--- config.mk ---
export PLATFORM = sky130hd
export DESIGN_NAME = pov_column_sequencer_with_clock_face
export DESIGN_NICKNAME = d
export VERILOG_FILES = /design/src/rtl/core/povcs_pkg.sv /design/src/rtl/core/povcs_ram.sv /design/src/rtl/core/povcs_divider.sv /design/src/rtl/core/pov_column_sequencer_with_clock_face.sv
export SDC_FILE = /design/constraint.sdc
export NUM_CORES = 2
export LEC_CHECK = 0
export BUFFER_PORTS_ARGS = -buffer_cell sky130_fd_sc_hd__buf_2
export CAP_MARGIN = 20
export CELL_PAD_IN_SITES_DETAIL_PLACEMENT = 1
export CELL_PAD_IN_SITES_GLOBAL_PLACEMENT = 2
export CORE_ASPECT_RATIO = 1.2
export CORE_MARGIN = 2
export CORE_UTILIZATION = 52
export CTS_BUF_LIST = sky130_fd_sc_hd__clkbuf_2
export CTS_CLUSTER_DIAMETER = 80
export DETAILED_ROUTE_END_ITERATION = 10
export PLACE_DENSITY = 0.92
export SYNTH_ARGS = -nofsm -noshare
export SYNTH_HDL_FRONTEND = slang
export SYNTH_SLANG_ARGS = --single-unit
--- constraint.sdc ---
create_clock -name clk -period 6.6 [get_ports clk]
set_clock_uncertainty 0.05 [all_clocks]
set_input_delay 1.32 -clock clk [delete_from_list [all_inputs] [get_ports clk]]
set_output_delay 1.32 -clock clk [all_outputs]
set_load 0.01 [all_outputs]
--- src/rtl/core/povcs_pkg.sv ---
// ----------------------------------------------------------------------------
// POV column sequencer package
// Shared widths, codes, reset values and the clock-face word function.
// ----------------------------------------------------------------------------
package povcs_pkg;

    localparam int MAX_COLUMNS_DEF = 128;
    localparam int LED_COUNT_DEF   = 16;

    localparam int LED_W       = 16;   // led_pattern / column_bits width
    localparam int IDX_W       = 7;    // column_index / shown_column width
    localparam int INDEX_SPAN  = 128;  // addresses reachable through column_index
    localparam int COL_W       = 8;    // column counter, same as columns_in_use
    localparam int TIMER_W     = 16;
    localparam int SPAN_W      = 24;   // slot bounds: up to 256 * 65535
    localparam int KIND_W      = 3;
    localparam int HOURS_W     = 4;
    localparam int MINUTES_W   = 6;
    localparam int SECONDS_W   = 6;
    localparam int IN_TDATA_W  = 40;
    localparam int OUT_TDATA_W = 24;
    localparam int CFG_IDX_W   = 2;
    localparam int CFG_DATA_W  = 16;
    localparam int DIVIDEND_W  = 16;
    localparam int DIVISOR_W   = 8;

    localparam logic [COL_W-1:0]   COLUMNS_RST = 8'd100;
    localparam logic [TIMER_W-1:0] TICKS_RST   = 16'd6500;

    localparam logic [LED_W-1:0] HAND_SECOND = 16'b1111111111111111;
    localparam logic [LED_W-1:0] HAND_MINUTE = 16'b0000111111111110;
    localparam logic [LED_W-1:0] HAND_HOUR   = 16'b0000000011111111;
    localparam int HOUR_SPACING = 6;
    localparam logic [SECONDS_W-1:0] LAST_SEC_MIN = 6'd59;
    localparam logic [HOURS_W-1:0]   LAST_HOUR    = 4'd11;

    typedef enum logic [KIND_W-1:0] {
        KIND_TICK     = 3'd0,
        KIND_HALL     = 3'd1,
        KIND_MSEC     = 3'd2,
        KIND_WRITE    = 3'd3,
        KIND_SET_TIME = 3'd4
    } kind_t;

    typedef enum logic [CFG_IDX_W-1:0] {
        CFG_COLUMNS = 2'd0,
        CFG_TICKS   = 2'd1,
        CFG_FACE    = 2'd2
    } cfg_idx_t;

    typedef struct packed {
        logic busy;
        logic done;
    } div_status_t;

    // Clock-face word for one column: second hand over minute hand over hour hand.
    function automatic logic [LED_W-1:0] face_word(
        input logic [COL_W-1:0]     col,
        input logic [SECONDS_W-1:0] secs,
        input logic [MINUTES_W-1:0] mins,
        input logic [HOURS_W-1:0]   hrs
    );
        logic [COL_W-1:0] hour_col;
        hour_col = COL_W'(hrs) * COL_W'(HOUR_SPACING);
        if (col == COL_W'(secs)) begin
            return HAND_SECOND;
        end
        if (col == COL_W'(mins)) begin
            return HAND_MINUTE;
        end
        if (col == hour_col) begin
            return HAND_HOUR;
        end
        return '0;
    endfunction

endpackage

--- src/rtl/core/povcs_ram.sv ---
// ----------------------------------------------------------------------------
// POV generic RAM
// One write port, one read port, read data registered and held between reads.
// ----------------------------------------------------------------------------
module povcs_ram #(
    parameter int WIDTH = 16,
    parameter int DEPTH = 128
) (
    input  logic                     clk,
    input  logic                     we,
    input  logic [$clog2(DEPTH)-1:0] waddr,
    input  logic [WIDTH-1:0]         wdata,
    input  logic                     re,
    input  logic [$clog2(DEPTH)-1:0] raddr,
    output logic [WIDTH-1:0]         rdata
);

    logic [WIDTH-1:0] mem [DEPTH];
    logic [WIDTH-1:0] rdata_reg;

    always_ff @(posedge clk)
    begin
        if (we)
        begin
            mem[waddr] <= wdata;
        end
        if (re)
        begin
            rdata_reg <= mem[raddr];
        end
    end

    assign rdata = rdata_reg;

endmodule

--- src/rtl/core/povcs_divider.sv ---
// ----------------------------------------------------------------------------
// POV slot divider
// Restoring divider, one quotient bit per cycle, done pulses for one cycle.
// ----------------------------------------------------------------------------
module povcs_divider (
    input  logic                               clk,
    input  logic                               rst_n,
    input  logic                               start,
    input  logic [povcs_pkg::DIVIDEND_W-1:0]   dividend,
    input  logic [povcs_pkg::DIVISOR_W-1:0]    divisor,
    output povcs_pkg::div_status_t             status,
    output logic [povcs_pkg::DIVIDEND_W-1:0]   quotient
);

    localparam int DDW    = povcs_pkg::DIVIDEND_W;
    localparam int DSW    = povcs_pkg::DIVISOR_W;
    localparam int STEP_W = $clog2(DDW);

    logic              busy_reg;
    logic              done_reg;
    logic [STEP_W-1:0] cnt_reg;
    logic [DSW-1:0]    rem_reg;
    logic [DSW-1:0]    rem_next;
    logic [DDW-1:0]    quo_reg;
    logic [DDW-1:0]    quo_next;
    logic [DSW-1:0]    dvs_reg;
    logic [DSW:0]      shifted;
    logic [DSW:0]      diff;
    logic              fits;

    // Shift in the next dividend bit, subtract the divisor when it fits.
    always_comb
    begin
        shifted  = {rem_reg, quo_reg[DDW-1]};
        diff     = shifted - {1'b0, dvs_reg};
        fits     = (shifted >= {1'b0, dvs_reg});
        rem_next = fits ? diff[DSW-1:0] : shifted[DSW-1:0];
        quo_next = {quo_reg[DDW-2:0], fits};
    end

    always_ff @(posedge clk or negedge rst_n)
    begin
        if (!rst_n)
        begin
            busy_reg <= 1'b0;
            done_reg <= 1'b0;
            cnt_reg  <= '0;
        end
        else if (start)
        begin
            busy_reg <= 1'b1;
            done_reg <= 1'b0;
            cnt_reg  <= STEP_W'(DDW - 1);
        end
        else if (busy_reg)
        begin
            cnt_reg <= cnt_reg - 1'b1;
            if (cnt_reg == '0)
            begin
                busy_reg <= 1'b0;
                done_reg <= 1'b1;
            end
        end
        else
        begin
            done_reg <= 1'b0;
        end
    end

    always_ff @(posedge clk)
    begin
        if (start)
        begin
            rem_reg <= '0;
            quo_reg <= dividend;
            dvs_reg <= divisor;
        end
        else if (busy_reg)
        begin
            rem_reg <= rem_next;
            quo_reg <= quo_next;
        end
    end

    assign status.busy = busy_reg;
    assign status.done = done_reg;
    assign quotient    = quo_reg;

endmodule

--- src/rtl/core/pov_column_sequencer_with_clock_face.sv ---
// ----------------------------------------------------------------------------
// POV column sequencer with clock face
// Emits LED column words for a rotating display from a column RAM or a
// generated analog clock face, paced by a rotation timer and hall pulses.
// ----------------------------------------------------------------------------
// Path: a timer tick that hits its slot reaches m_tdata through the column
//   RAM read and the pending registers, then the output register.
// Throughput: one item per cycle for every kind while the output is not
//   backed up; a hall pulse with a nonzero column count holds s_tready low
//   while the 16-step serial divider works out the slot width.
// Reset: control state and configuration take their reset values at once;
//   the column RAM is not swept, per-entry valid bits make unwritten columns
//   read as zero, so the block is ready as soon as reset is released.
// ----------------------------------------------------------------------------
module pov_column_sequencer_with_clock_face #(
    parameter int MAX_COLUMNS = povcs_pkg::MAX_COLUMNS_DEF,
    parameter int LED_COUNT   = povcs_pkg::LED_COUNT_DEF
) (
    input  logic                                 clk,
    input  logic                                 rst_n,
    // Input stream
    input  logic                                 s_tvalid,
    output logic                                 s_tready,
    // [6:0] column_index, [22:7] column_bits, [26:23] set_hours,
    // [32:27] set_minutes, [38:33] set_seconds, [39] zero
    input  logic [povcs_pkg::IN_TDATA_W-1:0]     s_tdata,
    // [2:0] kind
    input  logic [povcs_pkg::KIND_W-1:0]         s_tuser,
    // Output stream
    output logic                                 m_tvalid,
    input  logic                                 m_tready,
    // [15:0] led_pattern, [22:16] shown_column, [23] zero
    output logic [povcs_pkg::OUT_TDATA_W-1:0]    m_tdata,
    // Configuration write port
    input  logic                                 cfg_we,
    input  logic [povcs_pkg::CFG_IDX_W-1:0]      cfg_index,
    input  logic [povcs_pkg::CFG_DATA_W-1:0]     cfg_wdata
);

    localparam int LED_W    = povcs_pkg::LED_W;
    localparam int IDX_W    = povcs_pkg::IDX_W;
    localparam int COL_W    = povcs_pkg::COL_W;
    localparam int TIMER_W  = povcs_pkg::TIMER_W;
    localparam int SPAN_W   = povcs_pkg::SPAN_W;

    // Only column_index values can ever be written, so the RAM stops there.
    localparam int STORE_DEPTH = (MAX_COLUMNS < povcs_pkg::INDEX_SPAN) ?
                                 MAX_COLUMNS : povcs_pkg::INDEX_SPAN;
    localparam int STORE_AW    = $clog2(STORE_DEPTH);
    localparam logic [COL_W-1:0] STORE_LIMIT = COL_W'(STORE_DEPTH);

    // Column count ceiling; columns_in_use never exceeds 255 anyway.
    localparam logic [COL_W-1:0] COLUMN_CAP = (MAX_COLUMNS > 255) ?
                                              8'd255 : COL_W'(MAX_COLUMNS);

    localparam logic [LED_W-1:0] LED_MASK = (LED_COUNT >= LED_W) ? '1 :
                                            LED_W'((33'd1 << LED_COUNT) - 33'd1);

    // ------------------------------------------------------------------
    // Input field unpacking
    // ------------------------------------------------------------------
    logic [IDX_W-1:0]                  in_index;
    logic [LED_W-1:0]                  in_bits;
    logic [povcs_pkg::HOURS_W-1:0]     in_hours;
    logic [povcs_pkg::MINUTES_W-1:0]   in_minutes;
    logic [povcs_pkg::SECONDS_W-1:0]   in_seconds;

    assign in_index   = s_tdata[6:0];
    assign in_bits    = s_tdata[22:7];
    assign in_hours   = s_tdata[26:23];
    assign in_minutes = s_tdata[32:27];
    assign in_seconds = s_tdata[38:33];

    // ------------------------------------------------------------------
    // State
    // ------------------------------------------------------------------
    logic [COL_W-1:0]   cfg_cols_reg,  cfg_cols_next;
    logic [TIMER_W-1:0] cfg_tps_reg,   cfg_tps_next;
    logic               cfg_face_reg,  cfg_face_next;

    logic [TIMER_W-1:0] timer_reg,     timer_next;
    logic [TIMER_W-1:0] slot_reg,      slot_next;
    logic [SPAN_W-1:0]  lo_reg,        lo_next;
    logic [SPAN_W-1:0]  hi_reg,        hi_next;
    logic [COL_W-1:0]   next_col_reg,  next_col_next;
    logic               no_turn_reg,   no_turn_next;
    logic [TIMER_W-1:0] ms_reg,        ms_next;
    logic [povcs_pkg::SECONDS_W-1:0] sec_reg, sec_next;
    logic [povcs_pkg::MINUTES_W-1:0] min_reg, min_next;
    logic [povcs_pkg::HOURS_W-1:0]   hr_reg,  hr_next;
    logic [STORE_DEPTH-1:0] valid_reg, valid_next;

    // One result in flight between RAM read and output register
    logic               pend_reg,      pend_next;
    logic               pend_face_reg, pend_face_next;
    logic               pend_hit_reg,  pend_hit_next;
    logic [LED_W-1:0]   pend_word_reg, pend_word_next;
    logic [IDX_W-1:0]   pend_col_reg,  pend_col_next;

    logic                                out_valid_reg, out_valid_next;
    logic [povcs_pkg::OUT_TDATA_W-1:0]   out_data_reg,  out_data_next;

    // ------------------------------------------------------------------
    // Column RAM and slot divider
    // ------------------------------------------------------------------
    logic                 ram_we;
    logic                 ram_re;
    logic [STORE_AW-1:0]  ram_waddr;
    logic [STORE_AW-1:0]  ram_raddr;
    logic [LED_W-1:0]     ram_rdata;

    povcs_ram #(
        .WIDTH (LED_W),
        .DEPTH (STORE_DEPTH)
    ) u_column_ram (
        .clk   (clk),
        .we    (ram_we),
        .waddr (ram_waddr),
        .wdata (in_bits),
        .re    (ram_re),
        .raddr (ram_raddr),
        .rdata (ram_rdata)
    );

    logic                                div_start;
    povcs_pkg::div_status_t              div_st;
    logic [povcs_pkg::DIVIDEND_W-1:0]    div_quot;
    logic [COL_W-1:0]                    n_active;

    povcs_divider u_divider (
        .clk      (clk),
        .rst_n    (rst_n),
        .start    (div_start),
        .dividend (timer_reg),
        .divisor  (n_active),
        .status   (div_st),
        .quotient (div_quot)
    );

    // ------------------------------------------------------------------
    // Next-state logic
    // ------------------------------------------------------------------
    logic [TIMER_W-1:0] timer_inc;
    logic [TIMER_W-1:0] ms_inc;
    logic [SPAN_W-1:0]  timer_wide;
    logic               in_slot;
    logic               emit;
    logic               store_in_range;
    logic               write_in_range;
    logic               out_free;
    logic               in_fire;
    logic [LED_W-1:0]   word_sel;

    assign ram_raddr = next_col_reg[STORE_AW-1:0];
    assign ram_waddr = in_index[STORE_AW-1:0];

    always_comb
    begin
        n_active       = (cfg_cols_reg > COLUMN_CAP) ? COLUMN_CAP : cfg_cols_reg;
        timer_inc      = timer_reg + 1'b1;
        ms_inc         = ms_reg + 1'b1;
        timer_wide     = SPAN_W'(timer_inc);
        // lo/hi track next_column * slot_width and the bound one column on
        in_slot        = (timer_wide >= lo_reg) && (timer_wide <= hi_reg);
        emit           = !no_turn_reg && (next_col_reg < n_active) && in_slot;
        store_in_range = (next_col_reg < STORE_LIMIT);
        write_in_range = (COL_W'(in_index) < STORE_LIMIT);

        // The output register takes the pending result when it empties this cycle,
        // so a new tick can be taken alongside.
        out_free = !out_valid_reg || m_tready;
        s_tready = !div_st.busy && !div_st.done && (!pend_reg || out_free);
        in_fire  = s_tvalid && s_tready;

        word_sel = pend_face_reg ? pend_word_reg :
                   (pend_hit_reg ? ram_rdata : '0);

        cfg_cols_next  = cfg_cols_reg;
        cfg_tps_next   = cfg_tps_reg;
        cfg_face_next  = cfg_face_reg;
        timer_next     = timer_reg;
        slot_next      = slot_reg;
        lo_next        = lo_reg;
        hi_next        = hi_reg;
        next_col_next  = next_col_reg;
        no_turn_next   = no_turn_reg;
        ms_next        = ms_reg;
        sec_next       = sec_reg;
        min_next       = min_reg;
        hr_next        = hr_reg;
        valid_next     = valid_reg;
        pend_next      = pend_reg;
        pend_face_next = pend_face_reg;
        pend_hit_next  = pend_hit_reg;
        pend_word_next = pend_word_reg;
        pend_col_next  = pend_col_reg;
        out_valid_next = out_valid_reg;
        out_data_next  = out_data_reg;
        ram_we         = 1'b0;
        ram_re         = 1'b0;
        div_start      = 1'b0;

        // Configuration registers
        if (cfg_we)
        begin
            case (cfg_index)
                povcs_pkg::CFG_COLUMNS: cfg_cols_next = cfg_wdata[COL_W-1:0];
                povcs_pkg::CFG_TICKS:   cfg_tps_next  = cfg_wdata[TIMER_W-1:0];
                povcs_pkg::CFG_FACE:    cfg_face_next = cfg_wdata[0];
                default:                ;
            endcase
        end

        // Output stage: move the pending result forward, or drop a taken one
        if (pend_reg && out_free)
        begin
            out_valid_next = 1'b1;
            out_data_next  = {1'b0, pend_col_reg, word_sel & LED_MASK};
            pend_next      = 1'b0;
        end
        else if (m_tready)
        begin
            out_valid_next = 1'b0;
        end

        // Slot width arrives from the divider after a hall pulse
        if (div_st.done)
        begin
            slot_next = div_quot;
            lo_next   = '0;
            hi_next   = SPAN_W'(div_quot);
        end

        if (in_fire)
        begin
            case (s_tuser)
                povcs_pkg::KIND_TICK:
                begin
                    timer_next = timer_inc;
                    if (emit)
                    begin
                        next_col_next  = next_col_reg + 1'b1;
                        lo_next        = hi_reg;
                        hi_next        = hi_reg + SPAN_W'(slot_reg);
                        pend_next      = 1'b1;
                        pend_col_next  = next_col_reg[IDX_W-1:0];
                        pend_face_next = cfg_face_reg;
                        pend_word_next = povcs_pkg::face_word(next_col_reg, sec_reg,
                                                              min_reg, hr_reg);
                        pend_hit_next  = store_in_range && valid_reg[ram_raddr];
                        ram_re         = !cfg_face_reg && store_in_range;
                    end
                end
                povcs_pkg::KIND_HALL:
                begin
                    timer_next    = '0;
                    no_turn_next  = 1'b0;
                    next_col_next = '0;
                    lo_next       = '0;
                    hi_next       = '0;
                    slot_next     = '0;
                    // With no columns the slot stays zero and nothing is emitted
                    div_start     = (n_active != '0);
                end
                povcs_pkg::KIND_MSEC:
                begin
                    ms_next = ms_inc;
                    if (ms_inc >= cfg_tps_reg)
                    begin
                        ms_next = '0;
                        if (sec_reg >= povcs_pkg::LAST_SEC_MIN)
                        begin
                            sec_next = '0;
                            if (min_reg >= povcs_pkg::LAST_SEC_MIN)
                            begin
                                min_next = '0;
                                hr_next  = (hr_reg >= povcs_pkg::LAST_HOUR) ?
                                           '0 : hr_reg + 1'b1;
                            end
                            else
                            begin
                                min_next = min_reg + 1'b1;
                            end
                        end
                        else
                        begin
                            sec_next = sec_reg + 1'b1;
                        end
                    end
                end
                povcs_pkg::KIND_WRITE:
                begin
                    if (write_in_range)
                    begin
                        ram_we                = 1'b1;
                        valid_next[ram_waddr] = 1'b1;
                    end
                end
                povcs_pkg::KIND_SET_TIME:
                begin
                    hr_next  = in_hours;
                    min_next = in_minutes;
                    sec_next = in_seconds;
                end
                default:
                begin
                    // Unused kinds: accept and drop
                end
            endcase
        end
    end

    // ------------------------------------------------------------------
    // Registers
    // ------------------------------------------------------------------
    always_ff @(posedge clk or negedge rst_n)
    begin
        if (!rst_n)
        begin
            cfg_cols_reg  <= povcs_pkg::COLUMNS_RST;
            cfg_tps_reg   <= povcs_pkg::TICKS_RST;
            cfg_face_reg  <= 1'b0;
            timer_reg     <= '0;
            slot_reg      <= '0;
            lo_reg        <= '0;
            hi_reg        <= '0;
            next_col_reg  <= '0;
            no_turn_reg   <= 1'b1;
            ms_reg        <= '0;
            sec_reg       <= '0;
            min_reg       <= '0;
            hr_reg        <= '0;
            valid_reg     <= '0;
            pend_reg      <= 1'b0;
            out_valid_reg <= 1'b0;
        end
        else
        begin
            cfg_cols_reg  <= cfg_cols_next;
            cfg_tps_reg   <= cfg_tps_next;
            cfg_face_reg  <= cfg_face_next;
            timer_reg     <= timer_next;
            slot_reg      <= slot_next;
            lo_reg        <= lo_next;
            hi_reg        <= hi_next;
            next_col_reg  <= next_col_next;
            no_turn_reg   <= no_turn_next;
            ms_reg        <= ms_next;
            sec_reg       <= sec_next;
            min_reg       <= min_next;
            hr_reg        <= hr_next;
            valid_reg     <= valid_next;
            pend_reg      <= pend_next;
            out_valid_reg <= out_valid_next;
        end
    end

    always_ff @(posedge clk)
    begin
        pend_face_reg <= pend_face_next;
        pend_hit_reg  <= pend_hit_next;
        pend_word_reg <= pend_word_next;
        pend_col_reg  <= pend_col_next;
        out_data_reg  <= out_data_next;
    end

    assign m_tvalid = out_valid_reg;
    assign m_tdata  = out_data_reg;

endmodule

==> flow_summary.toml <==
[worst_setup_path]
critPathKind = "reg2reg"
cp_slowest_stage_delay_ns = 0.60
crit_path_start_kind = "flip-flop"
reg2reg_setup_slack_ns = 1.11
r2r.worst_path.cells = 17
crit_path_cell_trace = "ha_1 -> nand3_1 -> nor3_1 -> and3_1 -> and3_1 -> and3_1 -> xor2_1 -> ha_1 -> a21oi_1 -> nand2_1 -> a221o_1 -> o31ai_1 -> nand4_1 -> buf_4 -> a21o_1 -> or4_1 -> a21oi_1"
timing.critical_path.required_ns = 8.38
critical_path_arrival_ns = 7.27
critical_path_maximum_fanout = 20
cp-end-kind = "flip-flop"
worst_path_max_delay_cell = "sky130_fd_sc_hd__or4_1"
critical_path_depth = 17
critPathMostFrequentCell = "sky130_fd_sc_hd__and3_1"
crit_family = "simple AND/OR/NAND/NOR gates"
number_of_buffer_and_inverter_stages_on_the_critical_path = 1

[global_routing]
grt_start_max_net_pins = 129
grt_overflow = 0
grt_antenna_before_repair = 19
first_global_vias = 56241
globalRouteTotalUtil = 0.279
grt_pass1_wl_um = 381000

[die]
floorplan.die_area_um2 = 189000
fp.dieH_um = 475
floorplan.core_area_um2 = 185000
die_width_um = 397
initial_utilization = 0.522
placement_rows = 173
ioPinCount = 92

[routing]
avgViaCountPerCell = 6.21
route.detailed.wl_per_inst_um = 31.0
routed-via-count = 51960
drt_pass1_iterations = 5
wirelength_um = 260000
drc_errors = 0
antenna_violating_nets_post_route = 0
drt_iter0_drc = 5594

[sta]
maxSlewHeadroom = 0.138
fmax_mhz = 182
final_max_slew_violation_count = 0
worst-slew-pin-transition_ns = 1.29
timing_hold_violations_final = 0
minimum_period_implied_by_the_final_worst_setup_slack_ns = 5.49
layout_worst_path_cycle_share = 0.832
grt_setup_unrepaired = "false"
number_of_endpoints_failing_setup_at_the_final_stage = 0
setup_tns_ns = 0

[placement]
numPortBuffers = 89
place_inst = 7247
post-dp-hpwl_um = 149000
gp_congestion = 0.851

[logic_synthesis]
mappedNetlistArea_um2 = 96300
async_reset_ff_frac = 0.117
synth_area_per_cell_um2 = 20.3
synth_cells = 4741
number_of_enable_type_register_cells_in_the_synthesized_netlist = 2124
ys_dominant_reg_cell = "sky130_fd_sc_hd__edfxtp_1"
yosys.cell_types.count = 65
synth-seq-cells = 2414
mappedNetlistNets = 4901
synth_sequential_area_ratio = 0.737
synthesis.yosys.warnings = 0

[status]
outcome = "completed"

[power_and_ir_drop]
total_switching_power_mw = 11.9
p_leak_nw = 36.9
power_density_nw_per_um2 = 349
fraction_of_power_consumed_by_the_clock_network = 0.272
sequentialPowerShare = 0.470
power.switching_fraction = 0.319
internal_power_mw = 25.4
vdd_drop_max_mv = 0.300
comb_power_share = 0.258

[clock_tree]
clock_tree_sinks = 2414
max-clock-path-buffers = 4
numCtsBuffers = 584
cts_post_setup_buffers_inserted = 0
htree_num_levels = 6
cts_root_buf = "sky130_fd_sc_hd__clkbuf_2"
post_cts_resize_count = 0
clk-insertion-delay-late_ns = 1.92
path_clk_slew_ns = 0.12
cts_tree = "done"

[cells_and_area]
layout.cells.most_common = "sky130_fd_sc_hd__edfxtp_1"
instances_no_fill = 8368
layout.cells.most_common_list = "sky130_fd_sc_hd__edfxtp_1, sky130_fd_sc_hd__clkbuf_2, sky130_fd_sc_hd__mux4_2"
flip_flop_count_of_the_largest_register_after_layout = 2048
drive_gt1_frac = 0.356
areaGrowthSynthToFinish_pct = 10.8
finalNetCount = 5620

[flow_run]
drv_cap = 0

[worst_hold_path]
hold_path.class = "in2reg"
hold-path-cell-count = 3
==> area by class of cell <==
type                       count  area [um^2]
fill                       16449        77900
multi-input combinational   2005        24000
timing repair buffer         364         2940
inverter                      91          342
clock buffer                 868         4340
antenna                       13         32.5
clock inverter               163          968
sequential                  2414        71000
tap                         2450         3070
==> cell usage after synthesis, types with 4 or more instances <==
library cell / n / area share
sky130_fd_sc_hd__nor3b_1: 8 / 0.00062
sky130_fd_sc_hd__buf_2: 69 / 0.0036
sky130_fd_sc_hd__buf_4: 4 / 0.00031
sky130_fd_sc_hd__o21ai_0: 88 / 0.0046
sky130_fd_sc_hd__nor2_1: 225 / 0.0088
sky130_fd_sc_hd__dfrtp_1: 272 / 0.071
sky130_fd_sc_hd__a21oi_1: 80 / 0.0042
sky130_fd_sc_hd__nand2_1: 197 / 0.0077
sky130_fd_sc_hd__a21boi_0: 5 / 0.00039
sky130_fd_sc_hd__inv_1: 90 / 0.0035
sky130_fd_sc_hd__dfxtp_1: 8 / 0.0017
sky130_fd_sc_hd__nor4_1: 13 / 0.00084
sky130_fd_sc_hd__clkbuf_1: 143 / 0.0056
sky130_fd_sc_hd__or3_1: 8 / 0.00052
sky130_fd_sc_hd__buf_1: 15 / 0.00058
sky130_fd_sc_hd__mux2i_1: 68 / 0.0071
sky130_fd_sc_hd__a31oi_1: 5 / 0.00032
sky130_fd_sc_hd__a22o_1: 14 / 0.0013
sky130_fd_sc_hd__o22ai_1: 20 / 0.0013
sky130_fd_sc_hd__nor2b_1: 13 / 0.00084
sky130_fd_sc_hd__o31ai_1: 9 / 0.00070
sky130_fd_sc_hd__and2_1: 9 / 0.00058
sky130_fd_sc_hd__a221oi_1: 20 / 0.0018
sky130_fd_sc_hd__a211oi_1: 11 / 0.00086
sky130_fd_sc_hd__o41ai_1: 4 / 0.00036
sky130_fd_sc_hd__nand4_1: 16 / 0.0010
sky130_fd_sc_hd__dfstp_2: 10 / 0.0027
sky130_fd_sc_hd__mux4_2: 698 / 0.16
sky130_fd_sc_hd__nand3_1: 46 / 0.0024
sky130_fd_sc_hd__xor2_1: 30 / 0.0027
sky130_fd_sc_hd__nand2b_1: 10 / 0.00065
sky130_fd_sc_hd__ha_1: 91 / 0.012
sky130_fd_sc_hd__nand3b_1: 6 / 0.00047
sky130_fd_sc_hd__and3_1: 20 / 0.0013
sky130_fd_sc_hd__mux2_2: 28 / 0.0033
sky130_fd_sc_hd__or2_2: 133 / 0.0086
sky130_fd_sc_hd__a22oi_1: 5 / 0.00039
sky130_fd_sc_hd__a21o_1: 21 / 0.0016
sky130_fd_sc_hd__nor3_1: 28 / 0.0015
sky130_fd_sc_hd__edfxtp_1: 2124 / 0.66
sky130_fd_sc_hd__xnor2_1: 39 / 0.0035
==> power by group through the flow <==
stage          logic (mW)  registers [mW]  clock network [mW]
6_report             9.62            17.5                10.1
5_1_grt              10.1            17.6                11.0
4_1_cts              9.62            17.5                10.4
3_5_place_dp         9.43            17.9                   0
3_3_place_gp         9.14            17.8                   0
2_1_floorplan        6.59            17.5                   0
==> kinds of logic (layout without fill, tap and decap cells) <==
logic type | count (synthesis) | count (layout) | share of synthesized area
compound gates | 310 | 310 | 0.0204
xor+xnor | 69 | 69 | 0.00628
fa+ha+maj | 94 | 94 | 0.0124
buf+inv | 322 | 1486 | 0.0136
flops | 2414 | 2414 | 0.737
mux | 794 | 794 | 0.174
other cells | 1 | 14 | 0.0000389
simple gates | 737 | 737 | 0.0362
==> path summary, 6_finish.rpt <==
path / from / endpoint
max in group asynchronous: rst_n / hi_reg[5]$_DFF_PN0_
min in group asynchronous: rst_n / cfg_tps_reg[12]$_DFFE_PN1P_
hold reg to reg: pend_col_reg[5]$_DFFE_PP_ / m_tdata[21]$_DFFE_PP_
setup reg to reg: timer_reg[0]$_DFFE_PN0P_ / next_col_reg[5]$_DFFE_PN0P_
setup / recovery: timer_reg[0]$_DFFE_PN0P_ / next_col_reg[5]$_DFFE_PN0P_
hold / removal: cfg_wdata[14] / cfg_tps_reg[14]$_DFFE_PN0P_
==> worst reg2reg max path: stages, from the launching register on <==
cell,delay (ns)
sky130_fd_sc_hd__dfrtp_1,0.49
sky130_fd_sc_hd__ha_1,0.25
sky130_fd_sc_hd__nand3_1,0.22
sky130_fd_sc_hd__nor3_1,0.53
sky130_fd_sc_hd__and3_1,0.32
sky130_fd_sc_hd__and3_1,0.25
sky130_fd_sc_hd__and3_1,0.24
sky130_fd_sc_hd__xor2_1,0.28
sky130_fd_sc_hd__ha_1,0.33
sky130_fd_sc_hd__a21oi_1,0.15
sky130_fd_sc_hd__nand2_1,0.07
sky130_fd_sc_hd__a221o_1,0.37
sky130_fd_sc_hd__o31ai_1,0.26
sky130_fd_sc_hd__nand4_1,0.14
sky130_fd_sc_hd__buf_4,0.23
sky130_fd_sc_hd__a21o_1,0.47
sky130_fd_sc_hd__or4_1,0.61
sky130_fd_sc_hd__a21oi_1,0.15
==> repair_timing <==
action	4_1_cts	5_1_grt
setup endpoints to repair	0	0
hold buffers	69	0
hold endpoints to repair	959	0
==> metal layers <==
metal / global-route usage / wire (um)
met5: 0 / 102
met4: 0.140 / 12600
met3: 0.0598 / 22000
met2: 0.465 / 132000
met1: 0.349 / 93000
==> metrics by stage <==
stage	hold WS (ns)	cell area (um^2)	total power, mW	setup slack [ns]	utilization
floorplan	0.350	96300	24.1	1.17	-
global placement	0.360	101000	27.0	1.19	0.545
detailed placement	0.356	101000	27.3	1.18	0.545
CTS	0.00165	107000	37.5	1.13	0.577
global route	0.0516	107000	38.7	0.698	0.578
finish	0.237	107000	37.3	1.11	0.578
No activity file was read; power rests on OpenSTA's default activity.
